===== config.mk =====
export PLATFORM = sky130hd
export DESIGN_NAME = tre_ctrl
export DESIGN_NICKNAME = d
export VERILOG_FILES = /design/src/hw/rtl/tre_pkg.sv /design/src/hw/rtl/tre_ctrl.sv
export SDC_FILE = /design/constraint.sdc
export NUM_CORES = 1
export LEC_CHECK = 0
export BUFFER_PORTS_ARGS = -buffer_cell sky130_fd_sc_hd__buf_4
export CORE_AREA = 2 2 39 41
export CTS_BUF_LIST = sky130_fd_sc_hd__clkbuf_8
export CTS_CLUSTER_SIZE = 40
export DETAILED_ROUTE_END_ITERATION = 7
export DIE_AREA = 0 0 41 43
export PLACE_DENSITY = 0.54
export SLEW_MARGIN = 20
export SYNTH_ARGS = -nofsm -noshare
export SYNTH_HDL_FRONTEND = slang
export SYNTH_SLANG_ARGS = --single-unit

===== constraint.sdc =====
create_clock -name aclk -period 3.1 [get_ports aclk]
set_clock_uncertainty 0.1 [all_clocks]
set_input_delay 0.465 -clock aclk [delete_from_list [all_inputs] [get_ports aclk]]
set_output_delay 0.465 -clock aclk [all_outputs]
set_load 0.005 [all_outputs]

===== src/hw/rtl/tre_pkg.sv =====
package tre_pkg;

    // Fixed field widths
    localparam int VW    = 12;  // vertex coordinate
    localparam int OPW   = 2;   // operation code
    localparam int CH    = 8;   // one colour channel
    localparam int PIXW  = 3 * CH;
    localparam int DW    = 14;  // coordinate difference, room for box origin minus vertex
    localparam int PW    = 2 * DW;
    localparam int EW    = PW + 1;
    localparam int STEPW = 4;

    // Setup runs eight multiplies; the last subtract lands one step later
    localparam logic [STEPW-1:0] SETUP_LAST = 4'd8;

    typedef enum logic [OPW-1:0] {
        OP_CLEAR = 2'd0,
        OP_FILL  = 2'd1,
        OP_READ  = 2'd2,
        OP_NOP   = 2'd3
    } op_t;

    typedef enum logic [2:0] {
        ST_WIPE,
        ST_IDLE,
        ST_CLEAR,
        ST_SETUP,
        ST_CHECK,
        ST_SCAN,
        ST_READ,
        ST_DONE
    } state_t;

    typedef logic signed [VW-1:0] coord_t;
    typedef logic signed [VW:0]   coord_wide_t;
    typedef logic signed [DW-1:0] diff_t;
    typedef logic signed [PW-1:0] prod_t;
    typedef logic signed [EW-1:0] edge_t;

    typedef struct packed {
        logic accept;
        logic clr_step;
        logic setup_step;
        logic scan_step;
        logic rd_issue;
        logic out_load;
    } cmd_t;

    typedef struct packed {
        logic clr_last;
        logic setup_last;
        logic area_zero;
        logic box_empty;
        logic scan_last;
    } status_t;

endpackage


===== src/hw/rtl/tre_ctrl.sv =====
module tre_ctrl (
    input  logic             aclk,
    input  logic             aresetn,
    input  logic             s_valid,
    output logic             s_ready,
    input  tre_pkg::op_t     s_op,
    output logic             m_valid,
    input  logic             m_ready,
    output tre_pkg::cmd_t    cmd,
    input  tre_pkg::status_t sts
);
    import tre_pkg::*;

    state_t state_reg, state_next;
    logic   m_valid_reg, m_valid_next;
    logic   slot_free;

    assign slot_free = !m_valid_reg || m_ready;
    assign m_valid   = m_valid_reg;

    always_ff @(posedge aclk) begin
        if (!aresetn) begin
            state_reg   <= ST_WIPE;
            m_valid_reg <= 1'b0;
        end else begin
            state_reg   <= state_next;
            m_valid_reg <= m_valid_next;
        end
    end

    always_comb begin
        state_next = state_reg;
        unique case (state_reg)
            ST_WIPE: begin
                if (sts.clr_last) state_next = ST_IDLE;
            end
            ST_IDLE: begin
                if (s_valid) begin
                    unique case (s_op)
                        OP_CLEAR: state_next = ST_CLEAR;
                        OP_FILL:  state_next = ST_SETUP;
                        OP_READ:  state_next = ST_READ;
                        OP_NOP:   state_next = ST_DONE;
                    endcase
                end
            end
            ST_CLEAR: begin
                if (sts.clr_last) state_next = ST_DONE;
            end
            ST_SETUP: begin
                if (sts.setup_last) state_next = ST_CHECK;
            end
            ST_CHECK: begin
                state_next = (sts.area_zero || sts.box_empty) ? ST_DONE : ST_SCAN;
            end
            ST_SCAN: begin
                if (sts.scan_last) state_next = ST_DONE;
            end
            ST_READ: begin
                state_next = ST_DONE;
            end
            ST_DONE: begin
                if (slot_free) state_next = ST_IDLE;
            end
        endcase
    end

    always_comb begin
        cmd          = '0;
        s_ready      = 1'b0;
        m_valid_next = (m_valid_reg && !m_ready);
        unique case (state_reg)
            ST_WIPE:  cmd.clr_step = 1'b1;
            ST_IDLE: begin
                s_ready    = 1'b1;
                cmd.accept = s_valid;
            end
            ST_CLEAR: cmd.clr_step   = 1'b1;
            ST_SETUP: cmd.setup_step = 1'b1;
            ST_CHECK: cmd            = '0;
            ST_SCAN:  cmd.scan_step  = 1'b1;
            ST_READ:  cmd.rd_issue   = 1'b1;
            ST_DONE: begin
                cmd.out_load = slot_free;
                if (slot_free) m_valid_next = 1'b1;
            end
        endcase
    end

    a_fill_enters_setup: assert property (@(posedge aclk) disable iff (!aresetn)
        (s_valid && s_ready && s_op == OP_FILL) |=> state_reg == ST_SETUP)
        else $error("fill transfer did not start setup");

    a_check_resolves: assert property (@(posedge aclk) disable iff (!aresetn)
        state_reg == ST_CHECK |=> (state_reg == ST_SCAN || state_reg == ST_DONE))
        else $error("check state did not resolve");

    a_no_work_while_ready: assert property (@(posedge aclk) disable iff (!aresetn)
        s_ready |-> !(cmd.clr_step || cmd.scan_step || cmd.setup_step))
        else $error("datapath busy while ready");

    a_result_waits: assert property (@(posedge aclk) disable iff (!aresetn)
        (m_valid && !m_ready && state_reg == ST_DONE) |=> state_reg == ST_DONE)
        else $error("result overwritten before transfer");

endmodule


# After elaboration in Yosys (flattened, before gate mapping)
# Index checks and enable logic that the tools add are counted.
# W data, S select, Z words.
[word_totals]
ram_bits = 0
elab_cells = 45
mem_bits_ro = 0
register_bits = 4
memories = 0
latchBits = 0
[classes]
bitwise_logic = 0
div_mod_pow = 0
reduce_logical = 9
eq_ne = 16
mux = 18
n_lt_le_gt_ge = 0
add_sub_neg = 0
shift = 0
mul = 0
[op_table]
columns = ["op", "n"]
rows = [
  ["$pmux W3 S8", 1],
  ["$mux W3", 6],
  ["$eq A3 B3 Y1 const B", 4],
  ["$ne A2 B2 Y1 const B", 6],
  ["$pmux W3 S4", 1],
  ["$mux W1", 9],
  ["$eq A3 B2 Y1 const B", 2],
  ["$reduce_and A6 Y1", 1],
  ["$eq A2 B2 Y1 const B", 2],
  ["$eq A3 B1 Y1 const B", 1],
  ["$logic_not A3 Y1", 1],
  ["$eq A2 B1 Y1 const B", 1],
  ["$logic_not A1 Y1", 2],
  ["$logic_not A2 Y1", 1],
  ["$logic_or A1 B1 Y1", 2],
  ["$mux W2", 1],
  ["$reduce_or A2 Y1", 1],
  ["$logic_and A1 B1 Y1", 1],
]

# Longest topological paths before layout
[depth]
ltp_word = 4
depth_mapped = 5
depth_no_buf = 4

# Worst setup path after synthesis
# OpenSTA, ideal clock, no wires.
[synth_timing]
path_type = "input -> output"
from = "input s_valid"
to = "output cmd[5] (netlist name)"
t_required_ps = 2535
slack_ps = 1667
path_stages = 2
path_buffers = 0
arrival_time_ps = 868
cell_sequence = "or2b_2 -> nor2_1"
[synth_rtl]
columns = ["item", "line_no", "text"]
rows = [
  ["from (decl)", "tre_ctrl.sv:4", "input logic s_valid,"],
  ["to (decl)", "tre_ctrl.sv:9", "output tre_pkg::cmd_t cmd,"],
]

==> flow_summary_export.csv <==
group,metric,value,unit
worst_setup_path,reg2reg_from,"state_reg[1]",
synthesis,yosys_warnings,0,
finish,largest_register_ffs,3,
clock_network,ctsHtreeMaxLevel,1,
drt,routed_wl,844,um
worst_setup_path,worstPathArrival,1.18,ns
finish,fillers,154,
clock_network,post_cts_buffers,0,
grt,overflow,0,
placed_design,io_buffers,18,
clock_network,numCtsBuffers,3,
drt,drtIter0Drc,6,
min_path,hold-path-endpoint,"m_valid",
synthesis,ys_types,19,
min_path,holdCritPathClass,"reg2reg",
power_and_ir_drop,cellLeakagePower,0.220,nW
finish,layout-drive-gt1-share,0.348,
die,die_area,1760,sq um
worst_setup_path,path_class,"reg2out",
synthesis,synth.area.top_cells,"dfxtp_1, a21oi_1, nor2_1, buf_6, o21ai_0",
sta,finalCriticalPeriod,1.75,ns
clock_network,cts_tree,"yes",
sta,setup_viol,0,
sta,maxSlewViolCount,0,
synthesis,synthCells,48,
drt,drc_errors,0,
sta,tightestPinTransition,0.350,ns
sta,holdWs,0.375,ns
sta,grt_setup_unrepaired,"no",
worst_setup_path,cp-end-kind,"primary output",
die,core,1380,sq um
min_path,min_from,"m_valid",
placed_design,dp_hpwl,625,um
grt,grt_pass1_vias,310,
min_path,whs_path_depth,2,
worst_setup_path,rrSetupSlack,1.79,ns
synthesis,synth_seq_cells,4,
power_and_ir_drop,power,0.236,mW
clock_network,cts_hold_buf,0,
synthesis,synth_nets,59,
sta,max_freq,572,MHz
die,io_pins,19,
finish,nets,79,
run,cap_violations,0,
grt,grt_pass1_wl,1.25,mm
synthesis,synthesis.area,314,sq um
drt,postRouteAntennaNets,0,
grt,grt_max_degree,12,
worst_setup_path,cp-start-kind,"flip-flop",
worst_setup_path,worstRegToRegCells,4,
die,start_util,0.227,
finish,area_growth,53.8,%
grt,antenna_found_initial,0,
clock_network,clk_path_buf_depth,2,
die,fp.dieH,43,um
clock_network,clk_pin_slew_worst_paths,0.03,ns
worst_setup_path,r2r_end,"state_reg[2]",
sta,period_share,0.564,
drt,wire_per_inst,10.3,um
power_and_ir_drop,power.density_cell_area,488,nW/um^2
sta,setup_tns,0,ns
drt,num_vias,378,
sta,max-slew-margin-rel,0.767,
clock_network,cts_root_buf,"clkbuf_8",
synthesis,yosysSeqAreaShare,0.255,
drt,dr.pass1.iters,4,
power_and_ir_drop,ir_drop,0.182,mV
worst_setup_path,worstPathRequired,2.53,ns
finish,insertedDiodeCount,0,
clock_network,cts.sinks,4,
synthesis,yosysTopAreaCell,"dfxtp_1",
status,status,"complete, no violations",
clock_network,cts_resized,0,
drt,avgViaCountPerCell,4.61,
clock_network,clkLatencyLatePin,0.21,ns
placed_design,gp_congestion,0.753,
die,placementRows,14,
synthesis,avgSynthCellArea,6.54,sq um
worst_setup_path,path_max_fanout,11,
sta,hold_violations,0,
die,die-width,41,um
synthesis,netlist.area_leader.share,0.255,
grt,track_usage,0.104,
==> metal layers <==
metal  track usage  vias up  wire (um)
met5             0        -          0
met4        0.0600        0          5
met3        0.0314        2         80
met2         0.131       21        366
met1         0.151      155        392
li1              -      200          -
==> worst max-delay path: stages, from the launching register on <==
cell     delay [ns]
dfxtp_1        0.52
inv_1          0.15
nor3_1         0.16
buf_4          0.14
==> worst max path at each step <==
stage / start / end / slack, ns / cells after the start
floorplan: s_valid / cmd[5] / 1.67 / 2
global placement: s_valid / cmd[5] / 1.48 / 4
detailed placement: s_valid / cmd[5] / 1.48 / 4
CTS: state_reg[1] / cmd[5] / 1.37 / 3
global route: state_reg[1] / cmd[1] / 1.30 / 3
finish: state_reg[1] / cmd[1] / 1.35 / 3
==> cell usage after synthesis <==
cell,instances
a21oi_1,7
buf_6,2
inv_1,3
nand2b_1,2
o211ai_1,1
nand2_1,5
a311oi_1,1
or2b_2,1
dfxtp_1,4
nor2b_1,2
nor2_1,7
a31oi_1,1
nand3b_1,1
o21ai_0,4
buf_2,1
nor3_1,2
a211oi_1,1
nand3_1,2
inv_2,1
==> layout by cell type (no fill, tap or decap), drive strengths merged <==
master and instances:
or2b 1, a21oi 7, nor2b 2, a31oi 1, buf 18, nand3 2, o21ai 4, a311oi 1
nand2b 2, o211ai 1, nor3 2, nand3b 1, clkbuf 3, inv 4, nand2 5, nor2 7
a211oi 1, dfxtp 4
==> logic make-up (layout without fill, tap and decap cells) <==
group,after synthesis,in the layout,synth area share
simple gates,22,22,0.339
compound gates,15,15,0.271
buf+inv,7,25,0.135
flops,4,4,0.255
==> layout make-up <==
| cell class | count | area, sq um | area share |
|---|---|---|---|
| Sequential cell | 4 | 80.1 | 0.166 |
| Clock buffer | 3 | 41.3 | 0.0855 |
| Timing Repair Buffer | 18 | 135 | 0.280 |
| Tap cell | 16 | 20.0 | 0.0415 |
| Multi-Input combinational cell | 37 | 191 | 0.396 |
| Inverter | 4 | 15.0 | 0.0311 |
==> metrics by stage <==
step	utilization	cell area, sq um	setup slack, ns	std cells
3_3_place_gp	0.319	442	1.48	79
2_1_floorplan	-	314	1.67	48
3_5_place_dp	0.319	442	1.48	79
6_report	0.349	483	1.35	82
4_1_cts	0.349	483	1.37	82
5_1_grt	0.349	483	1.30	82
==> report_power, final <==
| group | switching (mW) | internal (mW) | leakage [nW] | total [mW] |
|---|---|---|---|---|
| combinational | 0.0259 | 0.0319 | 0.165 | 0.0578 |
| clock | 0.0246 | 0.0826 | 0.0216 | 0.107 |
| sequential | 0.0135 | 0.0571 | 0.0328 | 0.0706 |
| total | 0.0641 | 0.172 | 0.220 | 0.236 |
No activity file was read; power rests on OpenSTA's default activity.
